==> src/assert_macros.svh <==
// Concurrent check helpers; each expects clk and rst in scope.
`ifndef ASSERT_MACROS_SVH
`define ASSERT_MACROS_SVH

`define ASSERT_IMPL(lbl, ante, cons, msg) \
  lbl: assert property (@(posedge clk) disable iff (rst) (ante) |-> (cons)) else $error(msg);

`define ASSERT_NEXT(lbl, ante, cons, msg) \
  lbl: assert property (@(posedge clk) disable iff (rst) (ante) |=> (cons)) else $error(msg);

`define ASSERT_NEVER(lbl, expr, msg) \
  lbl: assert property (@(posedge clk) disable iff (rst) !(expr)) else $error(msg);

`endif

==> src/ttw_pkg.sv <==
package ttw_pkg;

  typedef enum logic [1:0] {
    CMD_PUT   = 2'd0,
    CMD_CLEAR = 2'd1,
    CMD_SET   = 2'd2,
    CMD_READ  = 2'd3
  } cmd_t;

  typedef enum logic [2:0] {
    OP_PUT       = 3'd0,
    OP_NEWLINE   = 3'd1,
    OP_BACKSPACE = 3'd2,
    OP_TAB       = 3'd3,
    OP_CLEAR     = 3'd4,
    OP_SET       = 3'd5,
    OP_READ      = 3'd6
  } op_kind_t;

  typedef struct packed {
    op_kind_t   kind;
    logic [7:0] char_code;
    logic [4:0] row_in;
    logic [6:0] col_in;
  } op_t;

  localparam logic [7:0] CH_NEWLINE   = 8'd10;
  localparam logic [7:0] CH_BACKSPACE = 8'd8;
  localparam logic [7:0] CH_TAB       = 8'd9;
  localparam logic [7:0] CH_SPACE     = 8'd32;
  localparam logic [1:0] TAB_EXTRA    = 2'd3;

  localparam logic [7:0] TEXT_COLOR_RESET = 8'd15;
  localparam logic       REG_TEXT_COLOR   = 1'b0;

endpackage

==> src/ttw_front.sv <==
module ttw_front (
  input  logic           clk,
  input  logic           rst,
  input  logic           in_valid,
  output logic           in_stall,
  input  logic [1:0]     cmd,
  input  logic [7:0]     char_code,
  input  logic [4:0]     row_in,
  input  logic [6:0]     col_in,
  output logic           q_valid,
  output ttw_pkg::op_t   q_word,
  input  logic           q_pop
);

  ttw_pkg::op_t q_mem [2];
  ttw_pkg::op_t op_new;
  logic         wr_ptr;
  logic         rd_ptr;
  logic [1:0]   count;
  logic         push;

  always_comb begin
    op_new.char_code = char_code;
    op_new.row_in    = row_in;
    op_new.col_in    = col_in;
    case (cmd)
      ttw_pkg::CMD_PUT: begin
        if (char_code == ttw_pkg::CH_NEWLINE) begin
          op_new.kind = ttw_pkg::OP_NEWLINE;
        end else if (char_code == ttw_pkg::CH_BACKSPACE) begin
          op_new.kind = ttw_pkg::OP_BACKSPACE;
        end else if (char_code == ttw_pkg::CH_TAB) begin
          op_new.kind = ttw_pkg::OP_TAB;
        end else begin
          op_new.kind = ttw_pkg::OP_PUT;
        end
      end
      ttw_pkg::CMD_CLEAR: op_new.kind = ttw_pkg::OP_CLEAR;
      ttw_pkg::CMD_SET:   op_new.kind = ttw_pkg::OP_SET;
      default:            op_new.kind = ttw_pkg::OP_READ;
    endcase
  end

  assign in_stall = (count == 2'd2);
  assign push     = in_valid && !in_stall;
  assign q_valid  = (count != 2'd0);
  assign q_word   = q_mem[rd_ptr];

  always_ff @(posedge clk) begin
    if (push) begin
      q_mem[wr_ptr] <= op_new;
    end
    if (rst) begin
      wr_ptr <= 1'b0;
      rd_ptr <= 1'b0;
      count  <= 2'd0;
    end else begin
      if (push) begin
        wr_ptr <= !wr_ptr;
      end
      if (q_pop) begin
        rd_ptr <= !rd_ptr;
      end
      if (push && !q_pop) begin
        count <= count + 2'd1;
      end else if (!push && q_pop) begin
        count <= count - 2'd1;
      end
    end
  end

endmodule

==> config.mk <==
export PLATFORM = sky130hd
export DESIGN_NAME = ttw_front
export DESIGN_NICKNAME = d
export VERILOG_FILES = /design/src/assert_macros.svh /design/src/ttw_pkg.sv /design/src/ttw_front.sv
export SDC_FILE = /design/constraint.sdc
export NUM_CORES = 1
export LEC_CHECK = 0
export ABC_AREA = 1
export BUFFER_PORTS_ARGS = -buffer_cell sky130_fd_sc_hd__buf_4
export CAP_MARGIN = 20
export CORE_MARGIN = 4
export CORE_UTILIZATION = 58
export CTS_BUF_LIST = sky130_fd_sc_hd__clkbuf_8
export CTS_CLUSTER_DIAMETER = 80
export DETAILED_ROUTE_END_ITERATION = 16
export GPL_TIMING_DRIVEN = 0
export PLACE_DENSITY = 0.85
export REMOVE_ABC_BUFFERS = 1
export SYNTH_ARGS = -nofsm -noshare
export SYNTH_HDL_FRONTEND = slang
export SYNTH_SLANG_ARGS = --single-unit
==> constraint.sdc <==
create_clock -name clk -period 3.29 [get_ports clk]
set_input_delay 0.4935 -clock clk [delete_from_list [all_inputs] [get_ports clk]]
set_output_delay 0.4935 -clock clk [all_outputs]
set_load 0.005 [all_outputs]
==> impl_results.md, run 1 <==
* Die area at 4470 sq um
* Commonest non-fill, non-tap cell in the layout: buf_4
* FILL cells at 203
* Mapped Area at 2009 sq um
* CP top delay family: flip-flops
* Largest net degree at the start of global routing at 24
* Fin Setup TNS at 0 ps
* Gate Count Post-Synth at 128
* Global placer's final weighted congestion at 0.7345
* Router iterations before antenna repair at 5
* Layout Utilization at 0.7623
* Min-Delay Endpoint: rd_ptr
* Vias at 1173
* Vias in the first global route at 1164
* Critical path type: reg -> out
* WL/cell at 14.88 microns
* Post-placement worst setup slack at 1230 ps
* Min-Delay Path Class: in -> reg
* Reg2reg end: q_mem[0][19]
* Iteration-0 DRC Markers at 62
* HPWL after DPL at 2.491 mm
* Yosys reg bits at 51
* Clk root buf: clkbuf_8
* # nets final at 214
* Slowest cell on crit path: dfxtp_1
* Library cells used by synthesis at 16
* # diodes at 0
* GRT overflow at 0
* Crit path cell chain: mux2_2 > buf_4
* PwrDens at 534.7 nW/um^2
* Design area at 2544 sq um
* Drt drc at 0
* IO buf count at 50
* Post-synth EDFFs at 46
* Clock Skews at 4.905 ps
* Ys flop type: edfxtp_1
* Global-route wire length before repair at 5.354 mm
* Vias per Instance at 5.056
* CTS tree: yes
* Reg2reg start: count[1]
* Slew Limit Fails at 0
* Share of layout cells above drive strength 1 at 0.4570
* P_leak at 0.001008 uW
* Final Hold Vio Count at 0
* Initial antenna violation count at 0
* Worst Tran Pin Value at 1009 ps
* Slew margin rel. at 0.3263
* Final worst path period need at 2361 ps
* Max Cap Violations at 0
* Final setup vio count at 0
* IO Count at 51
* CP bufs+invs at 1
* Warnings from Yosys at 0
* Worst setup SP type: flop
* Asr flop ratio synth at 0
* Cell Area, Placed at 2455 sq um
* Site Rows at 21
* Worst Hold Launch: rst
* Core area at 3337 sq um
* Mean post-synth cell area at 15.70 sq um
* Die Ht at 66.86 microns
* Flop-to-flop setup slack at 1730 ps
* CTS-repair resized insts at 0
* CTS buffer count at 5
* CTS sink cnt at 51
* Hold Path Depth at 2
* GRT Overall Usage at 0.1673
* Crit path max fanout at 23
* Critical Path Max Stage Delay at 990 ps
* CP Data Required Time at 2800 ps
* Clock-pin slew on the worst setup and hold paths at 80 ps
* H-tree levels at 2
* Worst skew pair latency at 300 ps
* Fmax at 423.6 MHz
* Crit share post-route at 0.7176
* Most frequent cells in the layout: buf_4 (50), edfxtp_1 (46), mux2_2 (23), inv_1 (15), nor2_1 (11)
* Crit. End Element: primary output
* Final wirelength at 3.453 mm
* Post-route ant nets at 0
* Cts hold-fix bufs at 0
* Synthesis-to-finish area growth at 26.59%
* Worst setup margin at 929.1 ps
* Status: finished, final reports clean
* Die width at 66.86 microns
* Setup repair bufs after CTS at 0
* RSZ-0062 raised after global routing: no
* Crit path DAT at 1870 ps
* Starting Density at 0.6022
* Length in cells of the worst reg-to-reg path at 4
* Seq/Total Area, Yosys at 0.7372
* Largest buffer count on any clock path at 2
* Max VDD drop at 0.4831 mV
-- worst register-to-register path, stage by stage, from the launching register on --
cell and delay (ps):
dfxtp_1 330, inv_1 120, o21ai_2 100, nor2_2 480, buf_8 240
-- worst max-delay path by stage --
| stage | cells after the start | slack, ps | start | endpoint |
|---|---|---|---|---|
| finish | 2 | 930 | flop | q_word[13] |
| global route | 2 | 810 | flop | q_word[13] |
| CTS | 2 | 880 | flop | q_word[13] |
| detailed placement | 2 | 1230 | flop | q_word[13] |
| global placement | 3 | 790 | in_valid | q_mem[0][6] |
| floorplan | 2 | 1350 | in_valid | q_mem[1][0] |
-- metal layers --
layer,global-route usage,vias up,wire length (microns)
met3,0.05396,6,253
met2,0.2995,39,1851
met5,0,-,0
li1,-,565,-
met1,0.1839,563,1295
met4,0.06076,0,52
-- metrics by stage --
step,total power (uW),hold slack (ps),std cells
after detailed placement,1034,515.1,224
after CTS,1371,356.3,232
after global routing,1429,353.4,232
after global placement,1011,487.6,222
after floorplan,904.0,475.3,126
final,1360,364.5,232
-- Yosys cell counts (2+ instances only) --
| cell type | number | area, sq um |
|---|---|---|
| edfxtp_1 | 46 | 1381 |
| mux2_2 | 23 | 259.0 |
| inv_1 | 15 | 56.30 |
| nor2_1 | 13 | 48.80 |
| nand2_1 | 9 | 33.78 |
| dfxtp_1 | 5 | 100.1 |
| o21ai_0 | 4 | 20.02 |
| ha_1 | 3 | 37.54 |
| buf_6 | 2 | 22.52 |
| nand3_1 | 2 | 10.01 |
-- registers in the layout, indices dropped and copies added, names as in the netlist, named ones only --
signal / flops
count: 2
q_mem: 46
wr_ptr: 1
rd_ptr: 1
-- power breakdown --
group / internal [uW] / switching (uW)
Sequential: 768 / 25.5
Clock: 148 / 196
Combinational: 125 / 97.4
-- cell type report --
| type | count | area [sq um] | share of cell area |
|---|---|---|---|
| clock buffers | 5 | 68.82 | 0.02705 |
| clock inverters | 3 | 20.02 | 0.007870 |
| inverters | 15 | 56.30 | 0.02213 |
| multi-input cells | 60 | 454.2 | 0.1786 |
| flip-flops and latches | 51 | 1481 | 0.5824 |
| well taps | 46 | 57.56 | 0.02263 |
| repair buffers | 52 | 405.4 | 0.1594 |
-- cell families after synthesis --
family	Yosys count	share of synthesized area
adders and majority gates	3	0.01868
DFF	51	0.7372
muxes	23	0.1289
xor gates and xnor gates	1	0.004359
and+or+nand+nor	27	0.05480
buffers and inverters	17	0.03923
AOI/OAI and AO/OA	6	0.01681
No activity file was read; power rests on OpenSTA's default activity.
==> inputs of run 2 (changes only) <==
Settings changed: CORE_UTILIZATION 58 to 54, PLACE_DENSITY 0.85 to 0.8.
Clock period 3.29 ns to 2.4 ns, I/O delays scaled along.
==> impl_results.md, run 2 (same netlist as run 1, synthesis figures left out) <==
* Status: finished, final reports clean
* Worst skew pair latency at 290 ps (about the same)
* Min-Delay Path Class: in -> reg
* WL/cell at 14.86 microns (-0.14%)
* Vias at 1154 (-1.6%)
* Drt drc at 0 (unchanged)
* Critical path type: reg -> out
* Clock Skews at 5.464 ps (+0.5585 ps)
* Site Rows at 21 (unchanged)
* Vias per Instance at 4.974 (-1.6%)
* CP bufs+invs at 1 (unchanged)
* Max layer used: met4
* Reg2reg start: count[1]
* Initial antenna violation count at 0 (unchanged)
* Reg2reg end: q_mem[0][10]
* Worst Tran Pin Value at 1018 ps (+8.607 ps)
* GRT Overall Usage at 0.1466 (-0.02074)
* Worst setup SP type: flop
* Met2 WL at 1.824 mm (-1.5%)
* Router iterations before antenna repair at 4 (-1)
* Non-Filler Instances at 232 (unchanged)
* HPWL after DPL at 2.594 mm (+4.1%)
* Multi-input logic area at 454.2 sq um (unchanged)
* Min-Delay Endpoint: rd_ptr
* PwrDens at 722.4 nW/um^2 (+35%)
* Placed cell count at 224 (unchanged)
* CTS tree: yes
* Crit path max fanout at 23 (unchanged)
* Crit path DAT at 1860 ps (about the same)
* Crit. End Element: primary output
* Slowest cell on crit path: dfxtp_1
* P_leak at 0.001022 uW (+1.3%)
* CTS buffer count at 5 (unchanged)
* Iteration-0 DRC Markers at 46 (-26%)
* IO Count at 51 (unchanged)
* # diodes at 0 (unchanged)
* Global-route wire length before repair at 5.513 mm (+3.0%)
* Final worst path period need at 2217 ps
* Final setup vio count at 0 (unchanged)
* Max VDD drop at 0.5011 mV (+3.7%)
* Met3 WL at 235 microns (-7.1%)
* Commonest non-fill, non-tap cell in the layout: buf_4
* Met1 WL at 1.339 mm (+3.4%)
* Core area at 3468 sq um (+3.9%)
* Fmax at 451.0 MHz
* Slew Limit Fails at 0 (unchanged)
* Layout Utilization at 0.7348 (-0.02743)
* Largest buffer count on any clock path at 2 (unchanged)
* Vias in the first global route at 1237 (+6.3%)
* Die width at 69 microns (+3.2%)
* Crit path cell chain: mux2_2 > buf_4
* Max Cap Violations at 0 (unchanged)
* Hold Path Depth at 2 (unchanged)
* Clock-pin slew on the worst setup and hold paths at 80 ps (about the same)
* Clk root buf: clkbuf_8
* Die area at 4761 sq um (+6.5%)
* H-tree levels at 2 (unchanged)
* Slew margin rel. at 0.3206 (-0.005746)
* IO buf count at 50 (unchanged)
* CP top delay family: flip-flops
* FILL cells at 229 (+13%)
* Synthesis-to-finish area growth at 26.84%
* Worst Hold Launch: rst
* Global placer's final weighted congestion at 0.7513 (+2.3%)
* Share of layout cells above drive strength 1 at 0.4516 (-0.005376)
* # nets final at 214 (unchanged)
* GRT overflow at 0 (unchanged)
* CTS-repair resized insts at 0 (unchanged)
* Crit share post-route at 0.9238
* Largest register FFs at 46 (unchanged)
* RSZ-0062 raised after global routing: no
* Largest regs: q_mem: 46 flops, count: 2 flops
* Final wirelength at 3.448 mm (-0.14%)
* Most frequent cells in the layout: buf_4 (50), edfxtp_1 (46), mux2_2 (23), inv_1 (17), nor2_1 (11)
* Fin Hold WS at 238.7 ps (-125.9 ps)
* Post-route ant nets at 0 (unchanged)
* Most flop-heavy register: q_mem
* Setup repair bufs after CTS at 0 (unchanged)
* Critical Path Max Stage Delay at 990 ps (about the same)
* Final Hold Vio Count at 0 (unchanged)
* Fin Setup TNS at 0 ps (unchanged)
* CP Data Required Time at 2040 ps (-760 ps)
* FF/Latch Area at 1481 sq um (unchanged)
* Die Ht at 69 microns (+3.2%)
* CTS sink cnt at 51 (unchanged)
* Starting Density at 0.5794 (-0.02281)
* Flop-to-flop setup slack at 840 ps (-890 ps)
* Length in cells of the worst reg-to-reg path at 4 (unchanged)
* Largest net degree at the start of global routing at 24 (unchanged)
* Cts hold-fix bufs at 0 (unchanged)
run 2: cell count changes in the layout (fill, tap and decap cells not counted):
cell / before / now
clkinvlp_4: 1 / 0
inv_1: 15 / 17
clkinv_4: 1 / 0
buf_8: 2 / 1
clkinv_2: 0 / 1
clkinv_1: 1 / 0
buf_16: 0 / 1
run 2: how the worst max path moves through the flow:
stage                     startpoint          end  slack, ps  depth (start not counted)
final                           flop   q_word[19]        180                          2
after global routing            flop    q_word[4]         70                          2
after CTS                       flop    q_word[3]        160                          2
after detailed placement        flop   q_word[11]        500                          2
after global placement      in_valid  q_mem[0][8]          1                          3
after floorplan             count[1]  q_mem[1][0]        540                          3
run 2: layout make-up:
class                      count  area share
clock inverter                 3    0.004909
sequential                    51      0.5812
multi-input combinational     60      0.1782
timing repair buffer          52      0.1640
clock buffer                   5     0.02700
inverter                      15     0.02209
tap                           46     0.02258
run 2: power by group:
part	switching, uW	internal [uW]
logic	133	175
registers	35.1	1050
clock network	248	196
run 2: metal layers:
metal | vias up | track usage
li1 | 567 | -
met1 | 545 | 0.1495
met2 | 36 | 0.2733
met5 | - | 0
met3 | 6 | 0.05233
met4 | 0 | 0.04989
run 2: through the flow:
stage | total power, uW | area (sq um) | setup slack [ps]
after CTS | 1861 | 2549 | 159.5
after global placement | 1387 | 2420 | 1.370
final | 1841 | 2549 | 182.9
after detailed placement | 1422 | 2467 | 497.3
after global routing | 1924 | 2549 | 70.18
after floorplan | 1239 | 1987 | 538.6
==> inputs of run 3 (changes only) <==
Settings changed: BUFFER_PORTS_ARGS -buffer_cell sky130_fd_sc_hd__buf_4 to -buffer_cell sky130_fd_sc_hd__buf_2, CELL_PAD_IN_SITES_DETAIL_PLACEMENT from default to 1, CELL_PAD_IN_SITES_GLOBAL_PLACEMENT from default to 2, CORE_UTILIZATION 54 to 37, PLACE_DENSITY 0.8 to 0.79.
==> impl_results.md, run 3 (same netlist as run 1, synthesis figures left out) <==
* Clock Skews at 7.184 ps (+1.721 ps)
* GRT Overall Usage at 0.1177 (-0.02889)
* Worst setup SP type: flop
* CTS buffer count at 5 (unchanged)
* Vias per Instance at 4.578 (-8.0%)
* Multi-input logic area at 454.2 sq um (unchanged)
* Setup repair bufs after CTS at 0 (unchanged)
* Max VDD drop at 0.4573 mV (-8.7%)
* Max Cap Violations at 0 (unchanged)
* Most flop-heavy register: q_mem
* CTS sink cnt at 51 (unchanged)
* Iteration-0 DRC Markers at 46 (unchanged)
* Slew Limit Fails at 0 (unchanged)
* GRT overflow at 0 (unchanged)
* Largest register FFs at 46 (unchanged)
* Fin Hold WS at 249.2 ps (+10.56 ps)
* Clk root buf: clkbuf_8
* Worst skew pair latency at 290 ps (about the same)
* WL/cell at 14.90 microns (+0.24%)
* Slew margin rel. at 0.5412 (+0.2206)
* Post-route ant nets at 0 (unchanged)
* CTS tree: yes
* FF/Latch Area at 1481 sq um (unchanged)
* CP Data Required Time at 2040 ps (about the same)
* Switching Share at 0.2194 (-0.006906)
* Site Rows at 26 (+24%)
* Die Ht at 81.70 microns (+18%)
* Final setup vio count at 0 (unchanged)
* Flop pwr share at 0.568 (-0.023)
* # diodes at 0 (unchanged)
* Clock-pin slew on the worst setup and hold paths at 80 ps (about the same)
* CTS-repair resized insts at 0 (unchanged)
* Crit path max fanout at 13 (-43%)
* Power Total at 1908 uW (+3.6%)
* Non-Filler Instances at 256 (+10%)
* HPWL after DPL at 2.804 mm (+8.1%)
* Placed cell count at 248 (+11%)
* Global placer's final weighted congestion at 0.7116 (-5.3%)
* IO buf count at 50 (unchanged)
* Final wirelength at 3.814 mm (+11%)
* Vias at 1172 (+1.6%)
* Die width at 81.70 microns (+18%)
* P_int at 1489 uW (+4.6%)
* Status: finished, final reports clean
* Largest net degree at the start of global routing at 24 (unchanged)
* Commonest non-fill, non-tap cell in the layout: buf_2
* Clock Power Share at 0.290 (+0.049)
* Layout Utilization at 0.4790 (-0.2559)
* Worst Tran Pin Value at 687.4 ps (-330.3 ps)
* Synthesis-to-finish area growth at 23.29%
* Die area at 6674 sq um (+40%)
* Crit path DAT at 1740 ps (-120 ps)
* # nets final at 215 (+0.47%)
* Fmax at 476.7 MHz (+5.7%)
* Initial antenna violation count at 0 (unchanged)
* Share of layout cells above drive strength 1 at 0.4570 (+0.005376)
* Core area at 5172 sq um (+49%)
* Global-route wire length before repair at 5.782 mm (+4.9%)
* Vias in the first global route at 1257 (+1.6%)
* IO Count at 51 (unchanged)
* Starting Density at 0.3885 (-0.1909)
* RSZ-0062 raised after global routing: no
* Gate power share at 0.143 (-0.024)
* Cts hold-fix bufs at 0 (unchanged)
* Most frequent cells in the layout: buf_2 (50), edfxtp_1 (46), mux2_2 (23), inv_1 (16), nor2_1 (11)
* Router iterations before antenna repair at 3 (-1)
* FILL cells at 543 (+140%)
* H-tree levels at 2 (unchanged)
* PwrDens at 770.2 nW/um^2 (+6.6%)
* Drt drc at 0 (unchanged)
* Final Hold Vio Count at 0 (unchanged)
* Final worst path period need at 2098 ps (-119.4 ps)
* Crit share post-route at 0.8741 (-0.04975)
* Largest regs: q_mem: 46 flops, count: 2 flops
* Critical path type: reg -> out
* Min-Delay Path Class: in -> reg
* Crit. End Element: primary output
* Largest buffer count on any clock path at 2 (unchanged)
* P_leak at 0.0009866 uW (-3.4%)
* Net Sw Power at 418.6 uW (+0.47%)
run 3: cell count changes in the layout (fill, tap and decap cells not counted), sizes merged:
cell	previous run	this run
buf	52	53
bufinv	0	1
clkinv	1	0
inv	17	16
run 3: path summary, 6_finish.rpt:
| kind | end | slack [ps] | start | cells after the start |
|---|---|---|---|---|
| max | q_word[21] | 300 | flop | 3 |
| max reg2reg | q_mem[0][21] | 780 | count[1] | 4 |
| min reg2reg | rd_ptr | 520 | rd_ptr | 2 |
| min | rd_ptr | 250 | rst | 2 |
run 3: final cells by class:
cell class,instances,share of cell area
inverters,15,0.02273
flip-flops and latches,51,0.5980
multi-input cells,60,0.1833
clock buffers,5,0.02778
clock inverters,2,0.01364
well taps,70,0.03535
repair buffers,53,0.1192
run 3: worst max-delay path: stages, from the launching register on:
cell and delay (ps):
dfxtp_1 740, buf_8 230, mux2_2 350, buf_2 130
run 3: power by group through the flow:
stage | combinational [uW] | sequential [uW] | clock [uW]
floorplan | 140 | 1100 | 0
global placement | 241 | 1110 | 0
detailed placement | 268 | 1110 | 0
CTS | 269 | 1090 | 567
global route | 304 | 1090 | 603
finish | 272 | 1080 | 552
run 3: metal layers:
layer,GRT usage,routed length (microns),share of wire
met5,0,0,0
met3,0.02193,217,0.057
met1,0.1297,1552,0.41
met4,0.05482,65,0.017
met2,0.2174,1979,0.52
run 3: stage by stage:
stage	setup slack [ps]	TNS (ps)	area (sq um)
finish	302.3	0	2477
global route	211.0	0	2477
CTS	98.67	0	2462
detailed placement	396.2	0	2360
global placement	-38.08	-1387	2325
floorplan	538.6	0	1987
